===== config.mk =====
export PLATFORM = sky130hd
export DESIGN_NAME = gesture_label_vote_stabilizer
export DESIGN_NICKNAME = d
export VERILOG_FILES = /design/src/rtl/glvs_pkg.sv /design/src/rtl/gesture_label_vote_stabilizer.sv /design/src/rtl/glvs_vote_mem.sv /design/src/rtl/glvs_div.sv
export SDC_FILE = /design/constraint.sdc
export NUM_CORES = 2
export LEC_CHECK = 0
export BUFFER_PORTS_ARGS = -buffer_cell sky130_fd_sc_hd__buf_4
export CAP_MARGIN = 0
export CORE_ASPECT_RATIO = 2
export CORE_UTILIZATION = 63
export DETAILED_ROUTE_END_ITERATION = 16
export PLACE_DENSITY = 0.81
export RECOVER_POWER = 25
export SYNTH_ARGS = -nofsm -noshare
export SYNTH_HDL_FRONTEND = slang
export SYNTH_SLANG_ARGS = --single-unit

===== constraint.sdc =====
create_clock -name clk_i -period 10.95 [get_ports clk_i]
set_input_delay 1.095 -clock clk_i [delete_from_list [all_inputs] [get_ports clk_i]]
set_output_delay 1.095 -clock clk_i [all_outputs]
set_load 0.03 [all_outputs]

===== src/rtl/glvs_pkg.sv =====
// ----------------------------------------------------------------------------
// glvs_pkg
// Shared types and constants of the gesture label vote stabilizer.
// ----------------------------------------------------------------------------
`timescale 1ns / 1ps

package glvs_pkg;

  typedef struct packed {
    logic               mode;
    logic [31:0]        time_ms;
    logic [7:0]         candidate;
    logic signed [15:0] confidence;
    logic               signal_ok;
  } glvs_in_t;

  typedef struct packed {
    logic [31:0]        frame_count;
    logic [31:0]        change_count;
    logic [7:0]         gesture;
    logic [1:0]         validity;
    logic signed [15:0] margin_echo;
    logic [31:0]        time_echo;
    logic [7:0]         candidate_echo;
  } glvs_out_t;

  localparam int CFG_IDX_W  = 3;
  localparam int CFG_DATA_W = 17;
  localparam int DIV_W      = 16;

  // register indexes
  localparam logic [CFG_IDX_W-1:0] CFG_REST_LABEL   = 3'd0;
  localparam logic [CFG_IDX_W-1:0] CFG_VOTE_HORIZON = 3'd1;
  localparam logic [CFG_IDX_W-1:0] CFG_NOMINAL_STEP = 3'd2;
  localparam logic [CFG_IDX_W-1:0] CFG_REQ_FRACTION = 3'd3;
  localparam logic [CFG_IDX_W-1:0] CFG_MARGIN_THR   = 3'd4;
  localparam logic [CFG_IDX_W-1:0] CFG_HOLD_TIME    = 3'd5;

  // register reset values
  localparam logic [7:0]         RST_REST_LABEL   = 8'd0;
  localparam logic [15:0]        RST_VOTE_HORIZON = 16'd200;
  localparam logic [15:0]        RST_NOMINAL_STEP = 16'd20;
  localparam logic [16:0]        RST_REQ_FRACTION = 17'd39322;
  localparam logic signed [15:0] RST_MARGIN_THR   = 16'sd128;
  localparam logic [15:0]        RST_HOLD_TIME    = 16'd100;

  // validity codes
  localparam logic [1:0] VAL_OK      = 2'd0;
  localparam logic [1:0] VAL_SIGNAL  = 2'd1;
  localparam logic [1:0] VAL_LOWCONF = 2'd2;

endpackage


===== src/rtl/gesture_label_vote_stabilizer.sv =====
// ----------------------------------------------------------------------------
// gesture_label_vote_stabilizer
// Turns timestamped classifier labels into a stable gesture label using a
// time-limited vote window held in a small dual-read memory.
// ----------------------------------------------------------------------------
//
//   channel | signals                              | transfer when
//   --------+--------------------------------------+---------------------------
//   in      | in_valid_i, in_stall_o, in_data_i    | in_valid_i & !in_stall_o
//   out     | out_valid_o, out_stall_i, out_data_o | out_valid_o & !out_stall_i
//   cfg     | cfg_valid_i, cfg_ready_o, cfg_index_i, cfg_data_i | valid & ready
//
// One frame at a time. A voting frame walks the window once, packing the
// young votes toward the front, and runs the min-count divider. When the
// election has matured it also scans pairs of the held votes on the two
// memory read ports, stopping at the first label that holds the fraction.
// The result sits in an output register, so the next frame is taken while
// it waits on out_stall_i. Reset is asynchronous and clears all state; the
// vote memory needs no clearing since only held entries are read.
`timescale 1ns / 1ps

module gesture_label_vote_stabilizer #(
  parameter int VOTE_DEPTH = 16,
  parameter int LABEL_BITS = 8
) (
  input  logic                            clk_i,
  input  logic                            rst_ni,
  input  logic                            in_valid_i,
  output logic                            in_stall_o,
  input  glvs_pkg::glvs_in_t              in_data_i,
  output logic                            out_valid_o,
  input  logic                            out_stall_i,
  output glvs_pkg::glvs_out_t             out_data_o,
  input  logic                            cfg_valid_i,
  output logic                            cfg_ready_o,
  input  logic [glvs_pkg::CFG_IDX_W-1:0]  cfg_index_i,
  input  logic [glvs_pkg::CFG_DATA_W-1:0] cfg_data_i
);

  localparam int LW    = LABEL_BITS;
  localparam int AW    = $clog2(VOTE_DEPTH);
  localparam int CNT_W = $clog2(VOTE_DEPTH + 1);
  localparam int EW    = 32 + LW;
  localparam int PW    = 17 + CNT_W;

  localparam logic [3:0] S_IDLE = 4'd0;
  localparam logic [3:0] S_DEC  = 4'd1;
  localparam logic [3:0] S_CRD  = 4'd2;
  localparam logic [3:0] S_CWR  = 4'd3;
  localparam logic [3:0] S_CAPP = 4'd4;
  localparam logic [3:0] S_DIV  = 4'd5;
  localparam logic [3:0] S_MAT  = 4'd6;
  localparam logic [3:0] S_MI   = 4'd7;
  localparam logic [3:0] S_MJ   = 4'd8;
  localparam logic [3:0] S_MCHK = 4'd9;
  localparam logic [3:0] S_EMIT = 4'd10;

  // configuration registers
  logic [7:0]         rest_q;
  logic [15:0]        horizon_q;
  logic [15:0]        step_q;
  logic [16:0]        frac_q;
  logic signed [15:0] thr_q;
  logic [15:0]        hold_q;

  assign cfg_ready_o = 1'b1;

  always_ff @(posedge clk_i or negedge rst_ni) begin
    if (!rst_ni) begin
      rest_q    <= glvs_pkg::RST_REST_LABEL;
      horizon_q <= glvs_pkg::RST_VOTE_HORIZON;
      step_q    <= glvs_pkg::RST_NOMINAL_STEP;
      frac_q    <= glvs_pkg::RST_REQ_FRACTION;
      thr_q     <= glvs_pkg::RST_MARGIN_THR;
      hold_q    <= glvs_pkg::RST_HOLD_TIME;
    end else if (cfg_valid_i) begin
      unique case (cfg_index_i)
        glvs_pkg::CFG_REST_LABEL:   rest_q    <= cfg_data_i[7:0];
        glvs_pkg::CFG_VOTE_HORIZON: horizon_q <= cfg_data_i[15:0];
        glvs_pkg::CFG_NOMINAL_STEP: step_q    <= cfg_data_i[15:0];
        glvs_pkg::CFG_REQ_FRACTION: frac_q    <= cfg_data_i;
        glvs_pkg::CFG_MARGIN_THR:   thr_q     <= cfg_data_i[15:0];
        glvs_pkg::CFG_HOLD_TIME:    hold_q    <= cfg_data_i[15:0];
        default: ;
      endcase
    end
  end

  // frame state
  logic [3:0]          state_q, state_d;
  glvs_pkg::glvs_in_t  item_q, item_d;
  logic [31:0]         frames_q, frames_d;
  logic [31:0]         changes_q, changes_d;
  logic [LW-1:0]       stable_q, stable_d;
  logic [31:0]         ptime_q, ptime_d;
  logic                ptk_q, ptk_d;
  logic [31:0]         ctime_q, ctime_d;
  logic                cknown_q, cknown_d;
  logic [31:0]         etime_q, etime_d;
  logic                eopen_q, eopen_d;
  logic [CNT_W-1:0]    held_q, held_d;
  logic [LW-1:0]       pgest_q, pgest_d;
  logic [1:0]          pval_q, pval_d;
  logic [CNT_W-1:0]    r_q, r_d, w_q, w_d, i_q, i_d, j_q, j_d, cnt_q, cnt_d;
  logic                pv_q, pv_d;
  logic [PW-1:0]       prod_q, prod_d;
  logic [16:0]         minc_q, minc_d;
  logic [LW-1:0]       eg_q, eg_d;
  logic [1:0]          ev_q, ev_d;
  glvs_pkg::glvs_out_t out_q, out_d;
  logic                ovalid_q, ovalid_d;

  // memory and divider hookup
  logic              mem_we;
  logic [AW-1:0]     mem_waddr;
  logic [EW-1:0]     mem_wdata;
  logic [AW-1:0]     ra_addr;
  logic [EW-1:0]     ra_data;
  logic [AW-1:0]     rb_addr;
  logic [EW-1:0]     rb_data;
  logic              div_start;
  logic              div_done;
  logic [15:0]       div_quot;
  logic [15:0]       div_divisor;

  logic [31:0]       t;
  logic [LW-1:0]     cand;
  logic [LW-1:0]     rest;
  logic              hold_ok;
  logic [LW-1:0]     la;

  assign t    = item_q.time_ms;
  assign cand = LW'(item_q.candidate);
  assign rest = LW'(rest_q);
  assign la   = ra_data[LW-1:0];
  assign hold_ok = cknown_q && ((t - ctime_q) <= {16'h0, hold_q});
  assign div_divisor = (step_q == 16'h0) ? 16'd1 : step_q;

  assign ra_addr = (state_q == S_CRD) ? r_q[AW-1:0] : i_q[AW-1:0];
  assign rb_addr = j_q[AW-1:0];

  assign in_stall_o  = (state_q != S_IDLE);
  assign out_valid_o = ovalid_q;
  assign out_data_o  = out_q;

  glvs_vote_mem #(
    .DEPTH (VOTE_DEPTH),
    .WIDTH (EW)
  ) u_mem (
    .clk_i     (clk_i),
    .we_i      (mem_we),
    .waddr_i   (mem_waddr),
    .wdata_i   (mem_wdata),
    .raddr_a_i (ra_addr),
    .rdata_a_o (ra_data),
    .raddr_b_i (rb_addr),
    .rdata_b_o (rb_data)
  );

  glvs_div u_div (
    .clk_i      (clk_i),
    .rst_ni     (rst_ni),
    .start_i    (div_start),
    .dividend_i (horizon_q),
    .divisor_i  (div_divisor),
    .done_o     (div_done),
    .quot_o     (div_quot)
  );

  always_comb begin
    state_d   = state_q;
    item_d    = item_q;
    frames_d  = frames_q;
    changes_d = changes_q;
    stable_d  = stable_q;
    ptime_d   = ptime_q;
    ptk_d     = ptk_q;
    ctime_d   = ctime_q;
    cknown_d  = cknown_q;
    etime_d   = etime_q;
    eopen_d   = eopen_q;
    held_d    = held_q;
    pgest_d   = pgest_q;
    pval_d    = pval_q;
    r_d       = r_q;
    w_d       = w_q;
    i_d       = i_q;
    j_d       = j_q;
    cnt_d     = cnt_q;
    pv_d      = pv_q;
    prod_d    = prod_q;
    minc_d    = minc_q;
    eg_d      = eg_q;
    ev_d      = ev_q;
    out_d     = out_q;
    ovalid_d  = ovalid_q && out_stall_i;
    mem_we    = 1'b0;
    mem_waddr = w_q[AW-1:0];
    mem_wdata = ra_data;
    div_start = 1'b0;

    unique case (state_q)
      S_IDLE: begin
        if (in_valid_i) begin
          item_d  = in_data_i;
          state_d = S_DEC;
        end
      end
      S_DEC: begin
        if (item_q.mode) begin
          // continuity reset: back to rest, no result
          held_d   = '0;
          eopen_d  = 1'b0;
          stable_d = rest;
          cknown_d = 1'b0;
          ptk_d    = 1'b0;
          pgest_d  = rest;
          pval_d   = glvs_pkg::VAL_OK;
          state_d  = S_IDLE;
        end else begin
          frames_d = frames_q + 32'd1;
          if (ptk_q && (t < ptime_q)) begin
            // time ran backwards; prev time is kept
            held_d   = '0;
            eopen_d  = 1'b0;
            stable_d = rest;
            cknown_d = 1'b0;
            ptk_d    = 1'b0;
            eg_d     = rest;
            ev_d     = glvs_pkg::VAL_SIGNAL;
            state_d  = S_EMIT;
          end else begin
            ptime_d = t;
            ptk_d   = 1'b1;
            if (!item_q.signal_ok) begin
              held_d   = '0;
              eopen_d  = 1'b0;
              stable_d = rest;
              cknown_d = 1'b0;
              eg_d     = rest;
              ev_d     = glvs_pkg::VAL_SIGNAL;
              state_d  = S_EMIT;
            end else if (item_q.confidence < thr_q) begin
              // low confidence: keep the label only inside the hold window
              if (!hold_ok) begin
                held_d   = '0;
                eopen_d  = 1'b0;
                stable_d = rest;
                cknown_d = 1'b0;
              end
              eg_d    = hold_ok ? stable_q : rest;
              ev_d    = glvs_pkg::VAL_LOWCONF;
              state_d = S_EMIT;
            end else begin
              ctime_d  = t;
              cknown_d = 1'b1;
              if (!eopen_q) begin
                etime_d = t;
                eopen_d = 1'b1;
              end
              r_d     = '0;
              w_d     = '0;
              state_d = S_CRD;
            end
          end
        end
      end
      S_CRD: begin
        state_d = (r_q == held_q) ? S_CAPP : S_CWR;
      end
      S_CWR: begin
        // keep a vote that is still young enough, packed toward the front
        if ((t - ra_data[EW-1:LW]) <= {16'h0, horizon_q}) begin
          mem_we = 1'b1;
          w_d    = w_q + CNT_W'(1);
        end
        r_d     = r_q + CNT_W'(1);
        state_d = S_CRD;
      end
      S_CAPP: begin
        if (w_q < CNT_W'(VOTE_DEPTH)) begin
          mem_we    = 1'b1;
          mem_wdata = {t, cand};
          held_d    = w_q + CNT_W'(1);
        end else begin
          held_d = w_q;
        end
        div_start = 1'b1;
        state_d   = S_DIV;
      end
      S_DIV: begin
        if (div_done) begin
          minc_d  = {1'b0, div_quot} + 17'd1;
          state_d = S_MAT;
        end
      end
      S_MAT: begin
        if ((17'(held_q) >= minc_q) && ((t - etime_q) >= {16'h0, horizon_q})) begin
          prod_d  = PW'(frac_q) * PW'(held_q);
          i_d     = '0;
          state_d = S_MI;
        end else begin
          eg_d    = stable_q;
          ev_d    = glvs_pkg::VAL_OK;
          state_d = S_EMIT;
        end
      end
      S_MI: begin
        j_d     = '0;
        pv_d    = 1'b0;
        cnt_d   = '0;
        state_d = S_MJ;
      end
      S_MJ: begin
        // port B streams every held label past entry i on port A
        if (j_q < held_q) begin
          j_d  = j_q + CNT_W'(1);
          pv_d = 1'b1;
        end else begin
          pv_d = 1'b0;
        end
        if (pv_q && (rb_data[LW-1:0] == la)) begin
          cnt_d = cnt_q + CNT_W'(1);
        end
        if ((j_q == held_q) && !pv_q) begin
          state_d = S_MCHK;
        end
      end
      S_MCHK: begin
        if (PW'({cnt_q, 16'h0}) >= prod_q) begin
          stable_d = la;
          eg_d     = la;
          ev_d     = glvs_pkg::VAL_OK;
          state_d  = S_EMIT;
        end else if ((i_q + CNT_W'(1)) == held_q) begin
          eg_d    = stable_q;
          ev_d    = glvs_pkg::VAL_OK;
          state_d = S_EMIT;
        end else begin
          i_d     = i_q + CNT_W'(1);
          state_d = S_MI;
        end
      end
      S_EMIT: begin
        if (!ovalid_q || !out_stall_i) begin
          changes_d = ((eg_q != pgest_q) || (ev_q != pval_q)) ?
                      changes_q + 32'd1 : changes_q;
          pgest_d   = eg_q;
          pval_d    = ev_q;
          out_d.frame_count    = frames_q;
          out_d.change_count   = changes_d;
          out_d.gesture        = 8'(eg_q);
          out_d.validity       = ev_q;
          out_d.margin_echo    = item_q.confidence;
          out_d.time_echo      = item_q.time_ms;
          out_d.candidate_echo = item_q.candidate;
          ovalid_d = 1'b1;
          state_d  = S_IDLE;
        end
      end
      default: state_d = S_IDLE;
    endcase
  end

  always_ff @(posedge clk_i or negedge rst_ni) begin
    if (!rst_ni) begin
      state_q   <= S_IDLE;
      item_q    <= '0;
      frames_q  <= '0;
      changes_q <= '0;
      stable_q  <= LW'(glvs_pkg::RST_REST_LABEL);
      ptime_q   <= '0;
      ptk_q     <= 1'b0;
      ctime_q   <= '0;
      cknown_q  <= 1'b0;
      etime_q   <= '0;
      eopen_q   <= 1'b0;
      held_q    <= '0;
      pgest_q   <= LW'(glvs_pkg::RST_REST_LABEL);
      pval_q    <= glvs_pkg::VAL_OK;
      r_q       <= '0;
      w_q       <= '0;
      i_q       <= '0;
      j_q       <= '0;
      cnt_q     <= '0;
      pv_q      <= 1'b0;
      prod_q    <= '0;
      minc_q    <= '0;
      eg_q      <= '0;
      ev_q      <= glvs_pkg::VAL_OK;
      out_q     <= '0;
      ovalid_q  <= 1'b0;
    end else begin
      state_q   <= state_d;
      item_q    <= item_d;
      frames_q  <= frames_d;
      changes_q <= changes_d;
      stable_q  <= stable_d;
      ptime_q   <= ptime_d;
      ptk_q     <= ptk_d;
      ctime_q   <= ctime_d;
      cknown_q  <= cknown_d;
      etime_q   <= etime_d;
      eopen_q   <= eopen_d;
      held_q    <= held_d;
      pgest_q   <= pgest_d;
      pval_q    <= pval_d;
      r_q       <= r_d;
      w_q       <= w_d;
      i_q       <= i_d;
      j_q       <= j_d;
      cnt_q     <= cnt_d;
      pv_q      <= pv_d;
      prod_q    <= prod_d;
      minc_q    <= minc_d;
      eg_q      <= eg_d;
      ev_q      <= ev_d;
      out_q     <= out_d;
      ovalid_q  <= ovalid_d;
    end
  end

`ifndef SYNTHESIS
  a_held_bound: assert property (@(posedge clk_i) disable iff (!rst_ni)
    held_q <= CNT_W'(VOTE_DEPTH))
    else $error("vote count above window depth");

  a_scan_in_window: assert property (@(posedge clk_i) disable iff (!rst_ni)
    (state_q == S_MJ || state_q == S_MCHK) |-> (i_q < held_q))
    else $error("majority scan past held votes");

  a_accept_decode: assert property (@(posedge clk_i) disable iff (!rst_ni)
    (in_valid_i && !in_stall_o) |=> (state_q == S_DEC))
    else $error("accepted frame not decoded");

  a_compact_order: assert property (@(posedge clk_i) disable iff (!rst_ni)
    (state_q == S_CRD || state_q == S_CWR) |-> (w_q <= r_q))
    else $error("compaction write ahead of read");
`endif

endmodule


===== src/rtl/glvs_vote_mem.sv =====
// ----------------------------------------------------------------------------
// glvs_vote_mem
// Vote window storage: one write port, two registered read ports.
// ----------------------------------------------------------------------------
`timescale 1ns / 1ps

module glvs_vote_mem #(
  parameter int DEPTH = 16,
  parameter int WIDTH = 40,
  localparam int AW   = $clog2(DEPTH)
) (
  input  logic             clk_i,
  input  logic             we_i,
  input  logic [AW-1:0]    waddr_i,
  input  logic [WIDTH-1:0] wdata_i,
  input  logic [AW-1:0]    raddr_a_i,
  output logic [WIDTH-1:0] rdata_a_o,
  input  logic [AW-1:0]    raddr_b_i,
  output logic [WIDTH-1:0] rdata_b_o
);

  logic [WIDTH-1:0] mem_q [DEPTH];

  always_ff @(posedge clk_i) begin
    if (we_i) begin
      mem_q[waddr_i] <= wdata_i;
    end
    rdata_a_o <= mem_q[raddr_a_i];
    rdata_b_o <= mem_q[raddr_b_i];
  end

endmodule


===== src/rtl/glvs_div.sv =====
// ----------------------------------------------------------------------------
// glvs_div
// Restoring unsigned divider, one quotient bit per cycle.
// ----------------------------------------------------------------------------
`timescale 1ns / 1ps

module glvs_div (
  input  logic                       clk_i,
  input  logic                       rst_ni,
  input  logic                       start_i,
  input  logic [glvs_pkg::DIV_W-1:0] dividend_i,
  input  logic [glvs_pkg::DIV_W-1:0] divisor_i,
  output logic                       done_o,
  output logic [glvs_pkg::DIV_W-1:0] quot_o
);

  localparam int W  = glvs_pkg::DIV_W;
  localparam int CW = $clog2(W + 1);

  logic          run_q, run_d;
  logic [CW-1:0] cnt_q, cnt_d;
  logic [W:0]    rem_q, rem_d;
  logic [W-1:0]  quo_q, quo_d;
  logic [W-1:0]  div_q, div_d;
  logic [W:0]    rem_sh;

  assign rem_sh = {rem_q[W-1:0], quo_q[W-1]};
  assign done_o = run_q && (cnt_q == CW'(W));
  assign quot_o = quo_q;

  always_comb begin
    run_d = run_q;
    cnt_d = cnt_q;
    rem_d = rem_q;
    quo_d = quo_q;
    div_d = div_q;
    if (start_i) begin
      run_d = 1'b1;
      cnt_d = '0;
      rem_d = '0;
      quo_d = dividend_i;
      div_d = divisor_i;
    end else if (run_q) begin
      if (cnt_q == CW'(W)) begin
        run_d = 1'b0;
      end else begin
        cnt_d = cnt_q + CW'(1);
        if (rem_sh >= {1'b0, div_q}) begin
          rem_d = rem_sh - {1'b0, div_q};
          quo_d = {quo_q[W-2:0], 1'b1};
        end else begin
          rem_d = rem_sh;
          quo_d = {quo_q[W-2:0], 1'b0};
        end
      end
    end
  end

  always_ff @(posedge clk_i or negedge rst_ni) begin
    if (!rst_ni) begin
      run_q <= 1'b0;
      cnt_q <= '0;
      rem_q <= '0;
      quo_q <= '0;
      div_q <= '0;
    end else begin
      run_q <= run_d;
      cnt_q <= cnt_d;
      rem_q <= rem_d;
      quo_q <= quo_d;
      div_q <= div_d;
    end
  end

endmodule


# --- Word-level counts from Yosys, hierarchy flattened ---
# Memory sizes are Yosys's and may differ from the RTL's. A register that Yosys moved wholly into a read port is not among the register bits.
# Cells that the tools add are included.
totals:
  register_bits: 564
  out_inout_bits: 133
  ramBits: 640
  inputBits: 83
  n_memories: 1
memory_table:
  columns: ["memory", "words", "width", "read_ports", "rd_ports_with_merged_regs", "wr", "line_no", "text"]
  rows:
  - ["u_mem.mem_q", 16, 40, 2, 2, 1, "glvs_vote_mem.sv:22", "logic [WIDTH-1:0] mem_q [DEPTH];"]
op_classes:
  n_reduce_logical: 51
  bitwise: 4
  muxes: 97
  n_mul: 1
  addsub: 13
  n_lt_le_gt_ge: 10
  eq_ne: 45
ops:
  columns: ["operator", "n"]
  rows:
  - ["$mux W16", 8]
  - ["$mux W8", 12]
  - ["$sub A32 B32 Y32", 3]
  - ["$mux W5", 19]
  - ["$mux W40", 2]
  - ["$add A32 B1 Y32 const B", 2]
  - ["$le A32 B16 Y1", 2]
  - ["$pmux W5 S2", 6]
  - ["$mux W4", 12]
  - ["$pmux W4 S11", 1]
  - ["$ne A2 B2 Y1 const B", 18]
  - ["$ge A32 B16 Y1", 1]
  - ["$lt A32 B32 Y1", 1]
  - ["$mux W32", 1]
  - ["$pmux W8 S2", 2]
  - ["$add A5 B1 Y5 const B", 6]
  - ["$reduce_and A2 Y1", 15]
  - ["$pmux W8 S3", 1]
  - ["$ge A21 B22 Y1", 1]
  - ["$mul A17 B5 Y22", 1]
  - ["$mux W1", 19]
  - ["$mux W2", 9]
  - ["$add A16 B1 Y17 const B", 1]
  - ["$ge A17 B16 Y1", 1]
  - ["other kinds (38)", 77]

# --- Longest topological paths before layout ---
logic_depth:
  ltp_word: 9
  mapped_depth: 23

# --- Modules after synthesis ---
# Synthesis repeated with hierarchy kept, for this count alone.
unflattened:
  cells_unflattened: 5282
  area_unflattened_um2: 65643.0
modules_own_cells:
  columns: ["mod", "instances", "area_each_um2", "cells_per_inst"]
  rows:
  - ["gesture_label_vote_stabilizer", 1, 32001.9, 3485]
  - ["glvs_vote_mem", 1, 30207.7, 1417]
  - ["glvs_div", 1, 3433.3, 380]

# --- Worst setup path after synthesis ---
# Ideal clock, no wire load.
synth_path:
  kind: "register to register"
  startpoint: "register item_q, in the netlist t[4]"
  endpoint: "memory u_mem.mem_q[0][0], enable pin"
  path_stages_with_launch: 20
  arrival_ns: 8.199
  slack_ns: 2.213
  path_buffers: 0
  setup_time_ns: 0.538
  path_cell_list: "dfrtp_1 -> ha_1 -> or3_1 -> a211oi_1 -> o21a_1 -> nand2b_1 -> a21oi_1 -> xnor2_1 -> ha_1 -> nand4_1 -> or2_0 -> or3_1 -> o31a_1 -> or4_1 -> a211oi_1 -> nand4_1 -> nor4_1 -> nand4_1 -> o21ai_1 -> nor4bb_1"
synth_via:
  elab_chain_len: 6
synth_rtl:
  columns: ["item", "line_no", "text"]
  rows:
  - ["from (decl)", "gesture_label_vote_stabilizer.sv:91", "glvs_pkg::glvs_in_t item_q, item_d;"]
  - ["from (signal assigned)", "gesture_label_vote_stabilizer.sv:395", "item_q <= item_d;"]
  - ["$sub A32 B32 Y32", "gesture_label_vote_stabilizer.sv:273", "if ((t - ra_data[EW-1:LW]) <= {16'h0, horizon_q}) begin"]
  - ["$le A32 B16 Y1", "gesture_label_vote_stabilizer.sv:273", null]
  - ["$mux W1", "gesture_label_vote_stabilizer.sv:273", null]
  - ["$pmux W1 S2", "gesture_label_vote_stabilizer.sv:202", "unique case (state_q)"]
  - ["$mux W1", "glvs_vote_mem.sv:25", "if (we_i) begin"]
  - ["$mux W1 (implied by the code)", "glvs_vote_mem.sv:26", "mem_q[waddr_i] <= wdata_i;"]
  - ["to (decl)", "glvs_vote_mem.sv:22", null]
# Every way passes these cells.

# --- Worst setup path after layout ---
layout_path:
  startpoint: "register item_q, in the netlist t[5]"
  endpoint: "memory u_mem.mem_q[2][15], enable pin"
# Same word-level chain as after synthesis.

==> run summary <==
outcome = finished, violations left
Fillers = 6798
max_cap viols = 9
clock skew = 0.0495 ns
Via Count = 43100
grt ovf = 0
dpl cells = 6514
synth-to-layout area growth = 10.4%
Synth Cell Area = 0.0619 mm^2
Clock Tree Root = clkbuf_16
final setup violation count = 0
number of global-route vias before repair = 44200
Final Max Tran Viols = 491
HP Start = frames_q[31]
combinational fraction of design power = 0.491
Final Power = 21.5 mW
violated checks = capacitance limit, slew limit
switching share of power = 0.422
Reg clk slew, reported paths = 0.07 ns
Slew @ Worst Pin = 5.90 ns
flop-to-flop setup slack = 3.19 ns
ratio of cells with drive above 1 in the final layout = 0.151
All-Layer GR Usage = 0.363
Routability Congestion = 0.987
crit path cell chain = ha_1, or3_1, a211oi_1, o21a_1, nand2b_1, a21oi_1, xnor2_1, ha_1, nand4_1, or2_0, or3_1, o31a_1, or4_1, a211oi_1, nand4_1, nor4_1, nand4_1, o21ai_1, and4bb_2, buf_4
Critical Path RT = 11.33 ns
Synth Instances = 5104
r2r startpoint = t[5]
most used cell, CP = nand4_1
initial DRC count = 3867
Hold Worst Slack = 0.473 ns
commonest non-fill, non-tap cells in the layout = nand2_1, edfxtp_1, dfrtp_1
Syn Nets = 5498
Clk Latency, worst-skew pair = 0.75 ns
setup ws final = 3.19 ns
sequential share of power = 0.322
crit path DAT = 8.14 ns
CTS Buffer Depth = 3
Post-Route WL = 177 mm
IO Port Bufs = 214
nets = 5704
CP max-delay cell = and4bb_2
hold path depth = 1
dpl hpwl = 122 mm
RSZ-0062 raised after global routing = no
kind of critical path = reg -> reg
core footprint = 0.0975 mm^2
post-synthesis sequential area ratio = 0.554
via/cell ratio = 6.41
crit start category = register
FF/Latch Area = 0.0343 mm^2
post-CTS setup buffers = 0
DR pass1 iterations = 7
crit path max fanout = 27
TritonCTS buffer count = 106
Async SR Flop Fraction = 0.450
DIE WIDTH = 224 um
initial antenna violation count = 3
die area = 0.0996 mm^2
library cells used by synthesis = 91
CTS Hold Bufs = 0
Final Cycle Share = 0.709
Worst Hold Class = reg -> reg
Critical R2R Capture = u_mem.mem_q[2][15]
Finished Cell Area = 0.0684 mm^2
row count = 162
YS warnings = 0
Initial Util = 0.635
number of synthesized flops with an enable pin = 640
path depth of the worst reg2reg path = 20
worst stage delay on the critical path = 0.81 ns
I/O Pins = 216
Psw = 9.08 mW
Worst Setup End Kind = register
Final TNS setup = 0 ns
f_max = 129 MHz
post_cts resized = 0
ANT nets after route = 0
Yosys reg bits = 1252
Avg Synthesized Cell Area = 12.1 um^2
CTS tree = done
Max IR drop VDD = 0.171 mV
largest net degree at the start of global routing = 153
minimum clock period = 7.76 ns
DRC Markers = 0
Leak = 27.8 nW
prevailing post-synth register cell = edfxtp_1
Post-Layout Cell Count = 6718
Power Internal = 12.4 mW
Hold Path End = frames_q[31]
Slew headroom = -2.93
Finished Core Util = 0.701
area of the multi-input gates = 0.0258 mm^2
pre-CTS setup slack = 3.50 ns
first-pass GRT wire length = 266 mm
Clock Power Share = 0.187
DP Area = 0.0653 mm^2
most common cell after layout, fill and taps aside = nand2_1
# H-tree levels = 3
PD cells = 314 mW/mm^2
final hold violation count = 0
wire per inst = 26.4 um
Die Span Y = 445 um
CTS sink count = 1252
==> Yosys cell counts, drive strengths merged (48+ instances only) <==
cell type / n / area, um^2
nand2: 797 / 2990
edfxtp: 640 / 19200
dfrtp: 547 / 13700
inv: 291 / 1090
o21ai: 291 / 1470
ha: 262 / 3280
mux4: 200 / 4500
nor2: 199 / 749
mux2: 197 / 2220
clkbuf: 174 / 654
a21oi: 167 / 843
xnor2: 111 / 972
and2: 99 / 619
a31oi: 87 / 544
nand3: 87 / 435
xor2: 87 / 762
a211oi: 76 / 571
nor3: 61 / 305
a21o: 59 / 443
nand4: 57 / 357
buf: 49 / 225
fa: 49 / 981
dfxtp: 48 / 961
==> per-layer routing <==
metal	up-vias	wire length [um]	GRT usage
met2	1967	92000	0.640
li1	18900	-	-
met1	21500	59300	0.390
met5	-	0	0
met4	0	15200	0.282
met3	635	11000	0.0508
==> flip-flops by register name (all words and copies together) (netlist names), 17 cells and up <==
name	count
ptime_q	32
ctime_q	32
u_mem.mem_q	640
out_data_o	130
frac_q	17
t	32
etime_q	32
item_q	18
minc_q	17
prod_q	22
frames_q	32
u_mem.rdata_a_o	40
==> logic make-up (layout without fill, tap and decap cells) <==
family	after synthesis	count (layout)	share of synthesized area
simple gates	1505	1505	0.111
flops	1252	1252	0.554
compound gates	888	888	0.0914
buf+inv	514	811	0.0318
mux	435	435	0.115
fa+ha+maj	311	311	0.0688
xor+xnor	198	198	0.0280
other cells	1	6	0.0000606
==> layout make-up <==
class	instances	area share
Multi-Input combinational cell	3338	0.377
Sequential cell	1252	0.502
Tap cell	1312	0.0240
Clock inverter	68	0.0113
Inverter	291	0.0160
Timing Repair Buffer	321	0.0276
Clock buffer	131	0.0423
Antenna cell	5	0.000183
==> worst max-delay path, delay by kind of cell (launching register included) <==
| family | cells | cell delay, ns |
|---|---|---|
| compound gates | 6 | 2.04 |
| flops | 1 | 0.53 |
| buf+inv | 1 | 0.55 |
| simple gates | 10 | 3.52 |
| fa+ha+maj | 2 | 0.65 |
| xor+xnor | 1 | 0.09 |
==> worst max path at each step <==
stage	from	to	slack, ns	cells after the start
2_1_floorplan	t[4]	u_mem.mem_q[0][0]	2.21	19
4_1_cts	t[5]	u_mem.mem_q[2][16]	3.45	20
3_5_place_dp	t[5]	u_mem.mem_q[2][12]	3.50	20
3_3_place_gp	t[5]	u_mem.mem_q[2][12]	3.63	20
5_1_grt	rst_ni	state_q[3]	1.80	3
6_report	t[5]	u_mem.mem_q[2][15]	3.19	20
==> power by group through the flow <==
stage	clock network [mW]	registers, mW	logic (mW)
floorplan	0	7.05	6.95
global placement	0	6.95	10.2
detailed placement	0	7.00	10.4
CTS	4.05	6.91	10.5
global route	4.21	7.01	11.4
finish	4.02	6.92	10.6
Power figures use the tool's default switching activity.
